`src/rtl/assert_macros.svh`:
```
// Assertion macros shared by the maze carver RTL.
`ifndef ASSERT_MACROS_SVH
`define ASSERT_MACROS_SVH
`ifndef SYNTH
// Same-cycle implication, checked at every rising edge outside reset.
`define DFSMC_ASSERT_IMP(name, clk, rst, ante, cons) \
   name: assert property (@(posedge clk) disable iff (rst) (ante) |-> (cons)) \
      else $error("dfsmc assertion failed");
// Next-cycle implication, checked at every rising edge outside reset.
`define DFSMC_ASSERT_NEXT(name, clk, rst, ante, cons) \
   name: assert property (@(posedge clk) disable iff (rst) (ante) |=> (cons)) \
      else $error("dfsmc assertion failed");
`else
`define DFSMC_ASSERT_IMP(name, clk, rst, ante, cons)
`define DFSMC_ASSERT_NEXT(name, clk, rst, ante, cons)
`endif
`endif

```
`src/rtl/dfsmc_pkg.sv`:
```
// Shared widths, codes and helper functions of the maze carver.
package dfsmc_pkg;

   localparam int SIDE_W            = 5;
   localparam int COORD_W           = 4;
   localparam int RAND_W            = 16;
   localparam int ACT_W             = 2;
   localparam int DIR_W             = 2;
   localparam int ENTRY_W           = 2 * COORD_W;
   localparam int COORD_LIMIT       = 1 << COORD_W;
   localparam int DEFAULT_GRID_SIDE = 16;

   localparam logic [SIDE_W-1:0] SIDE_RESET = SIDE_W'(16);

   // Result action codes.
   localparam logic [ACT_W-1:0] ACT_CARVE = 2'd0;
   localparam logic [ACT_W-1:0] ACT_BACK  = 2'd1;
   localparam logic [ACT_W-1:0] ACT_IDLE  = 2'd2;

   // Direction codes, in the order the neighbors are scanned.
   localparam logic [DIR_W-1:0] DIR_UP    = 2'd0;
   localparam logic [DIR_W-1:0] DIR_RIGHT = 2'd1;
   localparam logic [DIR_W-1:0] DIR_DOWN  = 2'd2;
   localparam logic [DIR_W-1:0] DIR_LEFT  = 2'd3;

   // Remainder of a random word by three. Since four is one more than three,
   // the base-4 digits can be summed and folded until the value is small.
   function automatic logic [1:0] mod3_rand(input logic [RAND_W-1:0] v);
      logic [4:0] s;
      logic [3:0] t;
      logic [2:0] u;
      s = '0;
      for (int i = 0; i < RAND_W / 2; i++) begin
         s = s + {3'b000, v[2*i +: 2]};
      end
      t = {1'b0, s[4:2]} + {2'b00, s[1:0]};
      u = {1'b0, t[3:2]} + {1'b0, t[1:0]};
      if (u >= 3'd3) begin
         u = u - 3'd3;
      end
      return u[1:0];
   endfunction

endpackage

```
`src/rtl/dfsmc_visit_map.sv`:
```
// Visited map memory: one word per grid row, two registered read ports, one write port.
module dfsmc_visit_map #(
   parameter int ROW_W = dfsmc_pkg::COORD_W
) (
   input  logic                     clock,
   input  logic                     rd_en,
   input  logic [ROW_W-1:0]         rd_addr_a,
   input  logic [ROW_W-1:0]         rd_addr_b,
   output logic [(1 << ROW_W)-1:0]  rd_data_a,
   output logic [(1 << ROW_W)-1:0]  rd_data_b,
   input  logic                     wr_en,
   input  logic [ROW_W-1:0]         wr_addr,
   input  logic [(1 << ROW_W)-1:0]  wr_data
);

   localparam int MAP_W    = 1 << ROW_W;
   localparam int MAP_ROWS = 1 << ROW_W;

   logic [MAP_W-1:0] mem [MAP_ROWS];
   logic [MAP_W-1:0] rd_a_ff;
   logic [MAP_W-1:0] rd_b_ff;

   // Row write from the clearing pass or from a carve step.
   always_ff @(posedge clock) begin
      if (wr_en) begin
         mem[wr_addr] <= wr_data;
      end
   end

   // Both rows are read together; the data holds until the next read.
   always_ff @(posedge clock) begin
      if (rd_en) begin
         rd_a_ff <= mem[rd_addr_a];
         rd_b_ff <= mem[rd_addr_b];
      end
   end

   assign rd_data_a = rd_a_ff;
   assign rd_data_b = rd_b_ff;

endmodule

```
`src/rtl/dfsmc_path_stack.sv`:
```
// Path stack memory holding the packed row and column of each cell on the path.
module dfsmc_path_stack #(
   parameter int DEPTH = dfsmc_pkg::COORD_LIMIT * dfsmc_pkg::COORD_LIMIT
) (
   input  logic                            clock,
   input  logic                            rd_en,
   input  logic [$clog2(DEPTH)-1:0]        rd_addr,
   output logic [dfsmc_pkg::ENTRY_W-1:0]   rd_data,
   input  logic                            wr_en,
   input  logic [$clog2(DEPTH)-1:0]        wr_addr,
   input  logic [dfsmc_pkg::ENTRY_W-1:0]   wr_data
);

   import dfsmc_pkg::*;

   logic [ENTRY_W-1:0] mem [DEPTH];
   logic [ENTRY_W-1:0] rd_ff;

   // Push writes the cell being left.
   always_ff @(posedge clock) begin
      if (wr_en) begin
         mem[wr_addr] <= wr_data;
      end
   end

   // The top entry is fetched ahead of each step, in case it pops.
   always_ff @(posedge clock) begin
      if (rd_en) begin
         rd_ff <= mem[rd_addr];
      end
   end

   assign rd_data = rd_ff;

endmodule

```
`src/rtl/dfs_maze_carver_core.sv`:
```
// Top level of the depth-first maze carver: step sequencer, state registers and result register.
//
// Channel  Dir  Handshake        Beat contents
// req_     in   valid / ready    restart, random_value
// rsp_     out  valid / ready    from/to cell, action, direction, done_res
// csr_     in   write enable     side_in_use
//
// Each step is split: on acceptance the visited rows above and below the current
// cell and the stack top are read, and in the execute state the step decides and writes back.
// The split follows from the registered read ports of the visited map.
// Reset, a restart beat and a side write start a clearing pass over the 2**ROW_W map rows
// (16 at the default size), during which req_ready is low.
// While a finished result waits on rsp_ready, the next beat is still accepted and
// stalls in the execute state until the result register frees up.
`include "assert_macros.svh"

module dfs_maze_carver_core #(
   parameter int GRID_SIDE = dfsmc_pkg::DEFAULT_GRID_SIDE
) (
   input  logic                            clock,
   input  logic                            reset,

   input  logic                            req_valid,
   output logic                            req_ready,
   input  logic                            req_restart,
   input  logic [dfsmc_pkg::RAND_W-1:0]    req_random_value,

   output logic                            rsp_valid,
   input  logic                            rsp_ready,
   output logic [dfsmc_pkg::COORD_W-1:0]   rsp_from_col,
   output logic [dfsmc_pkg::COORD_W-1:0]   rsp_from_row,
   output logic [dfsmc_pkg::COORD_W-1:0]   rsp_to_col,
   output logic [dfsmc_pkg::COORD_W-1:0]   rsp_to_row,
   output logic [dfsmc_pkg::ACT_W-1:0]     rsp_action,
   output logic [dfsmc_pkg::DIR_W-1:0]     rsp_direction,
   output logic                            rsp_done_res,

   input  logic                            csr_wr_en,
   input  logic [dfsmc_pkg::SIDE_W-1:0]    csr_wr_data
);

   import dfsmc_pkg::*;

   localparam int MAX_SIDE    = (GRID_SIDE < COORD_LIMIT) ? GRID_SIDE : COORD_LIMIT;
   localparam int ROW_W       = $clog2(MAX_SIDE);
   localparam int MAP_W       = 1 << ROW_W;
   localparam int MAP_ROWS    = 1 << ROW_W;
   localparam int STACK_DEPTH = MAX_SIDE * MAX_SIDE;
   localparam int STK_AW      = $clog2(STACK_DEPTH);
   localparam int CNT_W       = $clog2(STACK_DEPTH + 1);

   typedef enum logic [2:0] {
      S_CLEAR = 3'b001,
      S_IDLE  = 3'b010,
      S_EXEC  = 3'b100
   } state_type;

   state_type             state_ff, state_in;
   logic [ROW_W-1:0]      clr_row_ff, clr_row_in;
   logic [SIDE_W-1:0]     side_ff, side_in;
   logic [COORD_W-1:0]    cur_col_ff, cur_col_in;
   logic [COORD_W-1:0]    cur_row_ff, cur_row_in;
   logic [MAP_W-1:0]      cur_bits_ff, cur_bits_in;
   logic [CNT_W-1:0]      sp_ff, sp_in;
   logic [CNT_W-1:0]      count_ff, count_in;

   logic                  restart_ff, restart_in;
   logic [1:0]            rnd_m3_ff, rnd_m3_in;
   logic [1:0]            rnd_lo_ff, rnd_lo_in;

   logic                  rsp_valid_ff, rsp_valid_in;
   logic [COORD_W-1:0]    rsp_from_col_ff, rsp_from_col_in;
   logic [COORD_W-1:0]    rsp_from_row_ff, rsp_from_row_in;
   logic [COORD_W-1:0]    rsp_to_col_ff, rsp_to_col_in;
   logic [COORD_W-1:0]    rsp_to_row_ff, rsp_to_row_in;
   logic [ACT_W-1:0]      rsp_action_ff, rsp_action_in;
   logic [DIR_W-1:0]      rsp_direction_ff, rsp_direction_in;
   logic                  rsp_done_ff, rsp_done_in;

   logic                  req_fire;
   logic                  commit;
   logic                  start_clear;

   logic [SIDE_W-1:0]     eff_side;
   logic [2*SIDE_W-1:0]   total_wide;
   logic [CNT_W-1:0]      total_cnt;

   logic [ROW_W-1:0]      map_rd_addr_up;
   logic [ROW_W-1:0]      map_rd_addr_dn;
   logic [MAP_W-1:0]      up_bits;
   logic [MAP_W-1:0]      dn_bits;
   logic                  map_wr_en;
   logic [ROW_W-1:0]      map_wr_addr;
   logic [MAP_W-1:0]      map_wr_data;

   logic [CNT_W-1:0]      sp_minus1;
   logic [ENTRY_W-1:0]    stk_rd_data;
   logic                  stk_wr_en;

   logic [COORD_W-1:0]    col_r;
   logic [COORD_W-1:0]    col_l;
   logic [COORD_W-1:0]    row_u;
   logic [COORD_W-1:0]    row_d;
   logic [3:0]            open_nbr;
   logic [2:0]            open_cnt;
   logic [1:0]            pick;
   logic [2:0]            seen_cnt;
   logic                  found;
   logic [DIR_W-1:0]      sel_dir;
   logic [COORD_W-1:0]    new_col;
   logic [COORD_W-1:0]    new_row;
   logic [MAP_W-1:0]      base_bits;
   logic [MAP_W-1:0]      new_bits;
   logic [COORD_W-1:0]    par_col;
   logic [COORD_W-1:0]    par_row;
   logic [MAP_W-1:0]      par_bits;

   // Handshakes. A side write takes priority over a new beat.
   assign req_ready   = (state_ff == S_IDLE) && !csr_wr_en;
   assign req_fire    = req_valid && req_ready;
   assign commit      = (state_ff == S_EXEC) && (!rsp_valid_ff || rsp_ready);
   assign start_clear = csr_wr_en || (commit && restart_ff);

   // Effective side, clamped to the supported range, and the cell total.
   always_comb begin
      eff_side = side_ff;
      if (side_ff < SIDE_W'(2)) begin
         eff_side = SIDE_W'(2);
      end else if (side_ff > SIDE_W'(MAX_SIDE)) begin
         eff_side = SIDE_W'(MAX_SIDE);
      end
   end

   assign total_wide = {{SIDE_W{1'b0}}, eff_side} * {{SIDE_W{1'b0}}, eff_side};
   assign total_cnt  = total_wide[CNT_W-1:0];

   // Read addresses for the rows above and below, and the stack top.
   assign row_u          = cur_row_ff - COORD_W'(1);
   assign row_d          = cur_row_ff + COORD_W'(1);
   assign col_r          = cur_col_ff + COORD_W'(1);
   assign col_l          = cur_col_ff - COORD_W'(1);
   assign map_rd_addr_up = row_u[ROW_W-1:0];
   assign map_rd_addr_dn = row_d[ROW_W-1:0];
   assign sp_minus1      = sp_ff - CNT_W'(1);

   dfsmc_visit_map #(
      .ROW_W     (ROW_W)
   ) u_visit_map (
      .clock     (clock),
      .rd_en     (req_fire),
      .rd_addr_a (map_rd_addr_up),
      .rd_addr_b (map_rd_addr_dn),
      .rd_data_a (up_bits),
      .rd_data_b (dn_bits),
      .wr_en     (map_wr_en),
      .wr_addr   (map_wr_addr),
      .wr_data   (map_wr_data)
   );

   dfsmc_path_stack #(
      .DEPTH     (STACK_DEPTH)
   ) u_path_stack (
      .clock     (clock),
      .rd_en     (req_fire),
      .rd_addr   (sp_minus1[STK_AW-1:0]),
      .rd_data   (stk_rd_data),
      .wr_en     (stk_wr_en),
      .wr_addr   (sp_ff[STK_AW-1:0]),
      .wr_data   ({cur_row_ff, cur_col_ff})
   );

   // Open neighbors of the current cell, scanned up, right, down, left.
   always_comb begin
      open_nbr[0] = (cur_row_ff != '0) && !up_bits[cur_col_ff[ROW_W-1:0]];
      open_nbr[1] = ((SIDE_W'(cur_col_ff) + SIDE_W'(1)) < eff_side) &&
                    !cur_bits_ff[col_r[ROW_W-1:0]];
      open_nbr[2] = ((SIDE_W'(cur_row_ff) + SIDE_W'(1)) < eff_side) &&
                    !dn_bits[cur_col_ff[ROW_W-1:0]];
      open_nbr[3] = (cur_col_ff != '0) && !cur_bits_ff[col_l[ROW_W-1:0]];
   end

   assign open_cnt = 3'($countones(open_nbr));

   // Pick index: the random word reduced by the number of open neighbors.
   always_comb begin
      case (open_cnt)
         3'd2:    pick = {1'b0, rnd_lo_ff[0]};
         3'd3:    pick = rnd_m3_ff;
         3'd4:    pick = rnd_lo_ff;
         default: pick = 2'd0;
      endcase
   end

   // Direction of the chosen open neighbor.
   always_comb begin
      seen_cnt = '0;
      found    = 1'b0;
      sel_dir  = DIR_UP;
      for (int i = 0; i < 4; i++) begin
         if (open_nbr[i] && !found) begin
            if (seen_cnt[1:0] == pick) begin
               sel_dir = DIR_W'(i);
               found   = 1'b1;
            end
            seen_cnt = seen_cnt + 3'd1;
         end
      end
   end

   // Target cell and the row word it lands in, with its visited bit set.
   always_comb begin
      case (sel_dir)
         DIR_UP: begin
            new_row   = row_u;
            new_col   = cur_col_ff;
            base_bits = up_bits;
         end
         DIR_RIGHT: begin
            new_row   = cur_row_ff;
            new_col   = col_r;
            base_bits = cur_bits_ff;
         end
         DIR_DOWN: begin
            new_row   = row_d;
            new_col   = cur_col_ff;
            base_bits = dn_bits;
         end
         default: begin
            new_row   = cur_row_ff;
            new_col   = col_l;
            base_bits = cur_bits_ff;
         end
      endcase
      new_bits = base_bits | (MAP_W'(1) << new_col[ROW_W-1:0]);
   end

   // A popped cell is always adjacent, so its row is one already at hand.
   assign par_row = stk_rd_data[ENTRY_W-1:COORD_W];
   assign par_col = stk_rd_data[COORD_W-1:0];

   always_comb begin
      if (par_row == cur_row_ff) begin
         par_bits = cur_bits_ff;
      end else if (par_row == row_u) begin
         par_bits = up_bits;
      end else begin
         par_bits = dn_bits;
      end
   end

   // Step sequencer: clearing pass, wait for a beat, then decide and write back.
   always_comb begin
      state_in         = state_ff;
      clr_row_in       = clr_row_ff;
      side_in          = csr_wr_en ? csr_wr_data : side_ff;
      cur_col_in       = cur_col_ff;
      cur_row_in       = cur_row_ff;
      cur_bits_in      = cur_bits_ff;
      sp_in            = sp_ff;
      count_in         = count_ff;
      rsp_valid_in     = rsp_valid_ff && !rsp_ready;
      rsp_from_col_in  = rsp_from_col_ff;
      rsp_from_row_in  = rsp_from_row_ff;
      rsp_to_col_in    = rsp_to_col_ff;
      rsp_to_row_in    = rsp_to_row_ff;
      rsp_action_in    = rsp_action_ff;
      rsp_direction_in = rsp_direction_ff;
      rsp_done_in      = rsp_done_ff;
      map_wr_en        = 1'b0;
      map_wr_addr      = clr_row_ff;
      map_wr_data      = '0;
      stk_wr_en        = 1'b0;

      unique case (state_ff)
         S_CLEAR: begin
            map_wr_en   = 1'b1;
            map_wr_data = (clr_row_ff == '0) ? MAP_W'(1) : '0;
            if (clr_row_ff == ROW_W'(MAP_ROWS - 1)) begin
               state_in = S_IDLE;
            end else begin
               clr_row_in = clr_row_ff + ROW_W'(1);
            end
         end
         S_IDLE: begin
            if (req_fire) begin
               state_in = S_EXEC;
            end
         end
         S_EXEC: begin
            if (commit) begin
               state_in         = S_IDLE;
               rsp_valid_in     = 1'b1;
               rsp_from_col_in  = cur_col_ff;
               rsp_from_row_in  = cur_row_ff;
               rsp_to_col_in    = cur_col_ff;
               rsp_to_row_in    = cur_row_ff;
               rsp_action_in    = ACT_IDLE;
               rsp_direction_in = DIR_UP;
               rsp_done_in      = (count_ff >= total_cnt);
               if (restart_ff) begin
                  // Restart: report the origin, the clearing pass follows.
                  rsp_from_col_in = '0;
                  rsp_from_row_in = '0;
                  rsp_to_col_in   = '0;
                  rsp_to_row_in   = '0;
                  rsp_done_in     = 1'b0;
               end else if (count_ff >= total_cnt) begin
                  // Maze complete: nothing moves.
               end else if (open_cnt != '0) begin
                  // Carve into the chosen neighbor and push the cell left behind.
                  map_wr_en        = 1'b1;
                  map_wr_addr      = new_row[ROW_W-1:0];
                  map_wr_data      = new_bits;
                  stk_wr_en        = (sp_ff < CNT_W'(STACK_DEPTH));
                  sp_in            = stk_wr_en ? sp_ff + CNT_W'(1) : sp_ff;
                  count_in         = count_ff + CNT_W'(1);
                  cur_col_in       = new_col;
                  cur_row_in       = new_row;
                  cur_bits_in      = new_bits;
                  rsp_to_col_in    = new_col;
                  rsp_to_row_in    = new_row;
                  rsp_action_in    = ACT_CARVE;
                  rsp_direction_in = sel_dir;
                  rsp_done_in      = (count_in >= total_cnt);
               end else if (sp_ff != '0) begin
                  // Dead end: return to the cell on top of the stack.
                  sp_in         = sp_minus1;
                  cur_col_in    = par_col;
                  cur_row_in    = par_row;
                  cur_bits_in   = par_bits;
                  rsp_to_col_in = par_col;
                  rsp_to_row_in = par_row;
                  rsp_action_in = ACT_BACK;
               end
            end
         end
         default: begin
            state_in = S_CLEAR;
         end
      endcase

      // Side write or restart: back to the origin and wipe the map.
      if (start_clear) begin
         state_in    = S_CLEAR;
         clr_row_in  = '0;
         cur_col_in  = '0;
         cur_row_in  = '0;
         cur_bits_in = MAP_W'(1);
         sp_in       = '0;
         count_in    = CNT_W'(1);
      end
   end

   // Control state.
   always_ff @(posedge clock) begin
      if (reset) begin
         state_ff     <= S_CLEAR;
         clr_row_ff   <= '0;
         side_ff      <= SIDE_RESET;
         cur_col_ff   <= '0;
         cur_row_ff   <= '0;
         cur_bits_ff  <= MAP_W'(1);
         sp_ff        <= '0;
         count_ff     <= CNT_W'(1);
         rsp_valid_ff <= 1'b0;
      end else begin
         state_ff     <= state_in;
         clr_row_ff   <= clr_row_in;
         side_ff      <= side_in;
         cur_col_ff   <= cur_col_in;
         cur_row_ff   <= cur_row_in;
         cur_bits_ff  <= cur_bits_in;
         sp_ff        <= sp_in;
         count_ff     <= count_in;
         rsp_valid_ff <= rsp_valid_in;
      end
   end

   // Captured beat: restart flag and the random word, already reduced.
   assign restart_in = req_restart;
   assign rnd_m3_in  = mod3_rand(req_random_value);
   assign rnd_lo_in  = req_random_value[1:0];

   always_ff @(posedge clock) begin
      if (req_fire) begin
         restart_ff <= restart_in;
         rnd_m3_ff  <= rnd_m3_in;
         rnd_lo_ff  <= rnd_lo_in;
      end
   end

   // Result payload register.
   always_ff @(posedge clock) begin
      rsp_from_col_ff  <= rsp_from_col_in;
      rsp_from_row_ff  <= rsp_from_row_in;
      rsp_to_col_ff    <= rsp_to_col_in;
      rsp_to_row_ff    <= rsp_to_row_in;
      rsp_action_ff    <= rsp_action_in;
      rsp_direction_ff <= rsp_direction_in;
      rsp_done_ff      <= rsp_done_in;
   end

   assign rsp_valid     = rsp_valid_ff;
   assign rsp_from_col  = rsp_from_col_ff;
   assign rsp_from_row  = rsp_from_row_ff;
   assign rsp_to_col    = rsp_to_col_ff;
   assign rsp_to_row    = rsp_to_row_ff;
   assign rsp_action    = rsp_action_ff;
   assign rsp_direction = rsp_direction_ff;
   assign rsp_done_res  = rsp_done_ff;

   // The path is always shorter than the number of visited cells.
   `DFSMC_ASSERT_IMP(a_path_below_count, clock, reset, 1'b1, sp_ff < count_ff)
   // The visited count never passes the cells in use.
   `DFSMC_ASSERT_IMP(a_count_in_range, clock, reset, 1'b1, count_ff <= total_cnt)
   // A restart beat is followed by the clearing pass.
   `DFSMC_ASSERT_NEXT(a_restart_clears, clock, reset, commit && restart_ff, state_ff == S_CLEAR)

endmodule
```
`config.mk`:
```
export PLATFORM = sky130hd
export DESIGN_NAME = dfs_maze_carver_core
export DESIGN_NICKNAME = d
export VERILOG_FILES = /design/src/rtl/dfsmc_pkg.sv /design/src/rtl/dfsmc_visit_map.sv /design/src/rtl/dfsmc_path_stack.sv /design/src/rtl/dfs_maze_carver_core.sv
export VERILOG_INCLUDE_DIRS = /design/src /design/src/rtl
export SDC_FILE = /design/constraint.sdc
export NUM_CORES = 2
export LEC_CHECK = 0
export ABC_AREA = 0
export BUFFER_PORTS_ARGS = -buffer_cell sky130_fd_sc_hd__buf_2
export CAP_MARGIN = 10
export CORE_ASPECT_RATIO = 1.2
export CORE_MARGIN = 10
export CORE_UTILIZATION = 40
export DETAILED_ROUTE_END_ITERATION = 12
export PLACE_DENSITY = 0.62
export SYNTH_ARGS = -nofsm -noshare
export SYNTH_HDL_FRONTEND = slang
export SYNTH_SLANG_ARGS = --single-unit
```
`constraint.sdc`:
```
create_clock -name clock -period 19 [get_ports clock]
set_clock_uncertainty 0.2 [all_clocks]
set_input_delay 3.8 -clock clock [delete_from_list [all_inputs] [get_ports clock]]
set_output_delay 3.8 -clock clock [all_outputs]
set_load 0.01 [all_outputs]
```
==> impl_metrics.tcl <==
set metrics [dict create \
    cp-start-kind "flop" \
    min-delay-path-class "flop to flop" \
    crit_path_frequent_cell "ha_1" \
    clk_pin_slew_ns 0.06 \
    cts_buffer_depth 4 \
    status "finished clean" \
    antenna_found_initial 5 \
    cts_resized 0 \
    post_cts_buffers 0 \
    timing.rr.start "cur_row_ff[0]" \
    synth_warnings 0 \
    internal_power_uw 8444 \
    seqCellArea_um2 72300 \
    drive_above_1_share_pct 28.61 \
    fmaxAchievable_mhz 100.1 \
    synth_edf_count 2370 \
    power_frac_comb_pct 2.5 \
    cts_buffers 233 \
    fin_nets 4805 \
    drc 0 \
    cts.sinks 2425 \
    grt_use_total_pct 17.57 \
    ys_ff_latch 2425 \
    p_switching_uw 2096 \
    cts_tree "built" \
    tns_ns 0 \
    setup-violations-final 0 \
    die_area_um2 267600 \
    synth-main-ff-cell "edfxtp_1" \
    min_period_ns 9.995 \
    layout_common_cells "edfxtp_1, mux4_2, nor2_1" \
    multi_input_area_um2 25630 \
    vias_per_cell 5.846 \
    io_pins 50 \
    cts.htree.levels 4 \
    dpl.hpwl_um 142100 \
    coreArea_um2 245500 \
    final_common_cell "edfxtp_1" \
    overflow 0 \
    switching_share_pct 19.89 \
    drtIter0Drc 5370 \
    vdd_drop_max_v 0.00008238 \
    initial_core_util_pct 40.28 \
    crit_slowest_cell "nor3_2" \
    ant_nets 0 \
    grt_pass1_wl_um 349900 \
    min_from "count_ff[1]" \
    rsz0062_at_grt "no" \
    drv_slew 0 \
    cts_hold_buf 0 \
    nFillCells 20350 \
    die_w_um 473.9 \
    post_drt_wl_per_cell_um 29.52 \
    power_uw 10540 \
    hold_viol 0 \
    fp.dieH_um 564.7 \
    grt_max_degree 216 \
    path_class "flop to flop" \
    path_cells "buf_12, inv_1, ha_4, ha_1, or3b_1, or4b_4, a2111oi_4, nand3_2, inv_2, ha_1, ha_1, and3b_1, a32oi_1, a21oi_1, ha_1, xor2_1, nor3_1, o21a_1, nor3_2, a221o_1, a31oi_1, nor3b_2, buf_4" \
    drtPass1Iterations 6 \
    fin_util_pct 45.00 \
    crit_start "cur_row_ff[0]" \
    cp-end-kind "flop" \
    p_leak_uw 0.03597 \
    root_buffer "clkbuf_16" \
    wirelength_um 239000 \
    required_ns 19.32 \
    worstMarginPinSlew_ns 1.316 \
    worstPathArrival_ns 10.31 \
    relSlewSlack_pct 12.25 \
    gp_congestion 0.8380 \
    max_stage_delay_ns 1.01 \
    syn_area_per_cell_um2 21.53 \
    port_buffers 49 \
    synth_cells 4593 \
    clock_latency_ns 0.92 \
    netlist_area_um2 98890 \
    synthArstFlopShare_pct 0 \
    clkPwrFrac_pct 42.5 \
    drv_cap 0 \
    crit_fanout 197 \
    vias 47330 \
    power.density_nw_per_um2 95.40 \
    area_growth_pct 11.71 \
    rows 199 \
    grt_pass1_vias 48370 \
    seq_area_frac_synth_pct 73.08 \
    synth.distinct_cells 87 \
    p_seq_share_pct 55.0 \
    final.period_utilization_pct 52.61 \
]
-- cell type report --
class                   count  area share, %
diodes                      2       0.004530
clock buffers             286          5.542
inverters                  56         0.1903
repair buffers            145         0.9763
multi-input cells        1840          23.20
flip-flops and latches   2425          65.45
clock inverters           127         0.9989
well taps                3216          3.642
-- registers in the layout (all words and copies together), names as in the netlist, 2 cells and up --
register / flops
clr_row_ff: 4
count_ff: 9
cur_bits_ff: 16
cur_col_ff: 4
cur_row_ff: 4
rnd_lo_ff: 2
rnd_m3_ff: 2
rsp_action: 2
rsp_direction: 2
rsp_from_col: 4
rsp_from_row: 4
rsp_to_col: 4
rsp_to_row: 4
side_ff: 5
sp_ff: 9
state_ff: 3
u_path_stack.mem: 2048
u_path_stack.rd_data: 8
u_visit_map.mem: 256
u_visit_map.rd_data_a: 16
u_visit_map.rd_data_b: 16
-- metal layers --
metal / vias to the layer above / wire length [um] / GRT usage [%]
met2: 1727 / 120700 / 29.63
met5: - / 7 / 0
met1: 25720 / 97000 / 23.77
li1: 19530 / - / -
met4: 2 / 6353 / 4.721
met3: 349 / 14900 / 2.873
-- cells in the mapped netlist (all sizes together), types with 13 or more instances --
cell	instances	share of area, %
a21oi	46	0.24
a221o	15	0.15
buf	49	0.20
clkbuf	225	0.85
and2	26	0.16
o21ai	41	0.21
ha	60	0.76
nor2	341	1.3
mux4	842	19
nor3	42	0.22
inv	55	0.21
nand3	30	0.16
nand2	67	0.26
dfxtp	55	1.1
xor2	19	0.17
or3	14	0.089
a31oi	17	0.11
fa	17	0.34
a41oi	14	0.12
mux2i	49	0.50
xnor2	37	0.35
nor2b	16	0.10
a21o	18	0.14
nor3b	13	0.11
edfxtp	2370	72
-- power by group through the flow --
stage               combinational (uW)  clock, uW  sequential (uW)
CTS                                267       4560             5800
global route                       301       4760             5800
detailed placement                 262          0             5920
floorplan                          198          0             5920
finish                             261       4480             5800
global placement                   249          0             5920
-- worst paths after layout --
check	to	slack, ns	cells after the start
worst min-delay path	count_ff[1]	0.30	2
worst max register to register	u_visit_map.mem[13][10]	9.01	23
worst min register to register	count_ff[1]	0.30	2
worst max-delay path	u_visit_map.mem[13][10]	9.01	23
-- kinds of logic after synthesis --
group / count (synthesis) / share of synthesized area (%)
AND/OR/NAND/NOR: 589 / 2.689
AO/OA/AOI/OAI: 217 / 1.588
XOR/XNOR: 56 / 0.5188
other: 1 / 0.003792
adder cells (fa/ha/maj): 77 / 1.103
buffers and inverters: 330 / 1.266
flip-flops: 2425 / 73.08
multiplexers: 898 / 19.75
-- worst max-delay path: cells and delay by family (launching register included) --
kind                     cells  cell delay [ns]
AND/OR/NAND/NOR              7             2.98
AO/OA/AOI/OAI                6             2.47
XOR/XNOR                     1             0.36
buffers and inverters        4             1.33
flip-flops                   1             0.48
adder cells (fa/ha/maj)      5             1.71
-- metrics by stage --
| step | instances | instance area [um2] | hold slack [ns] | setup slack, ns |
|---|---|---|---|---|
| after floorplan | 4595 | 98900 | 0.2618 | 6.637 |
| after global placement | 7682 | 103200 | 0.2813 | 9.210 |
| after detailed placement | 7682 | 103200 | 0.2862 | 8.882 |
| after CTS | 8095 | 110500 | 0.2951 | 8.817 |
| after global routing | 8096 | 110500 | 0.3256 | 8.351 |
| final | 8097 | 110500 | 0.2952 | 9.005 |
Power figures use the tool's default switching activity.
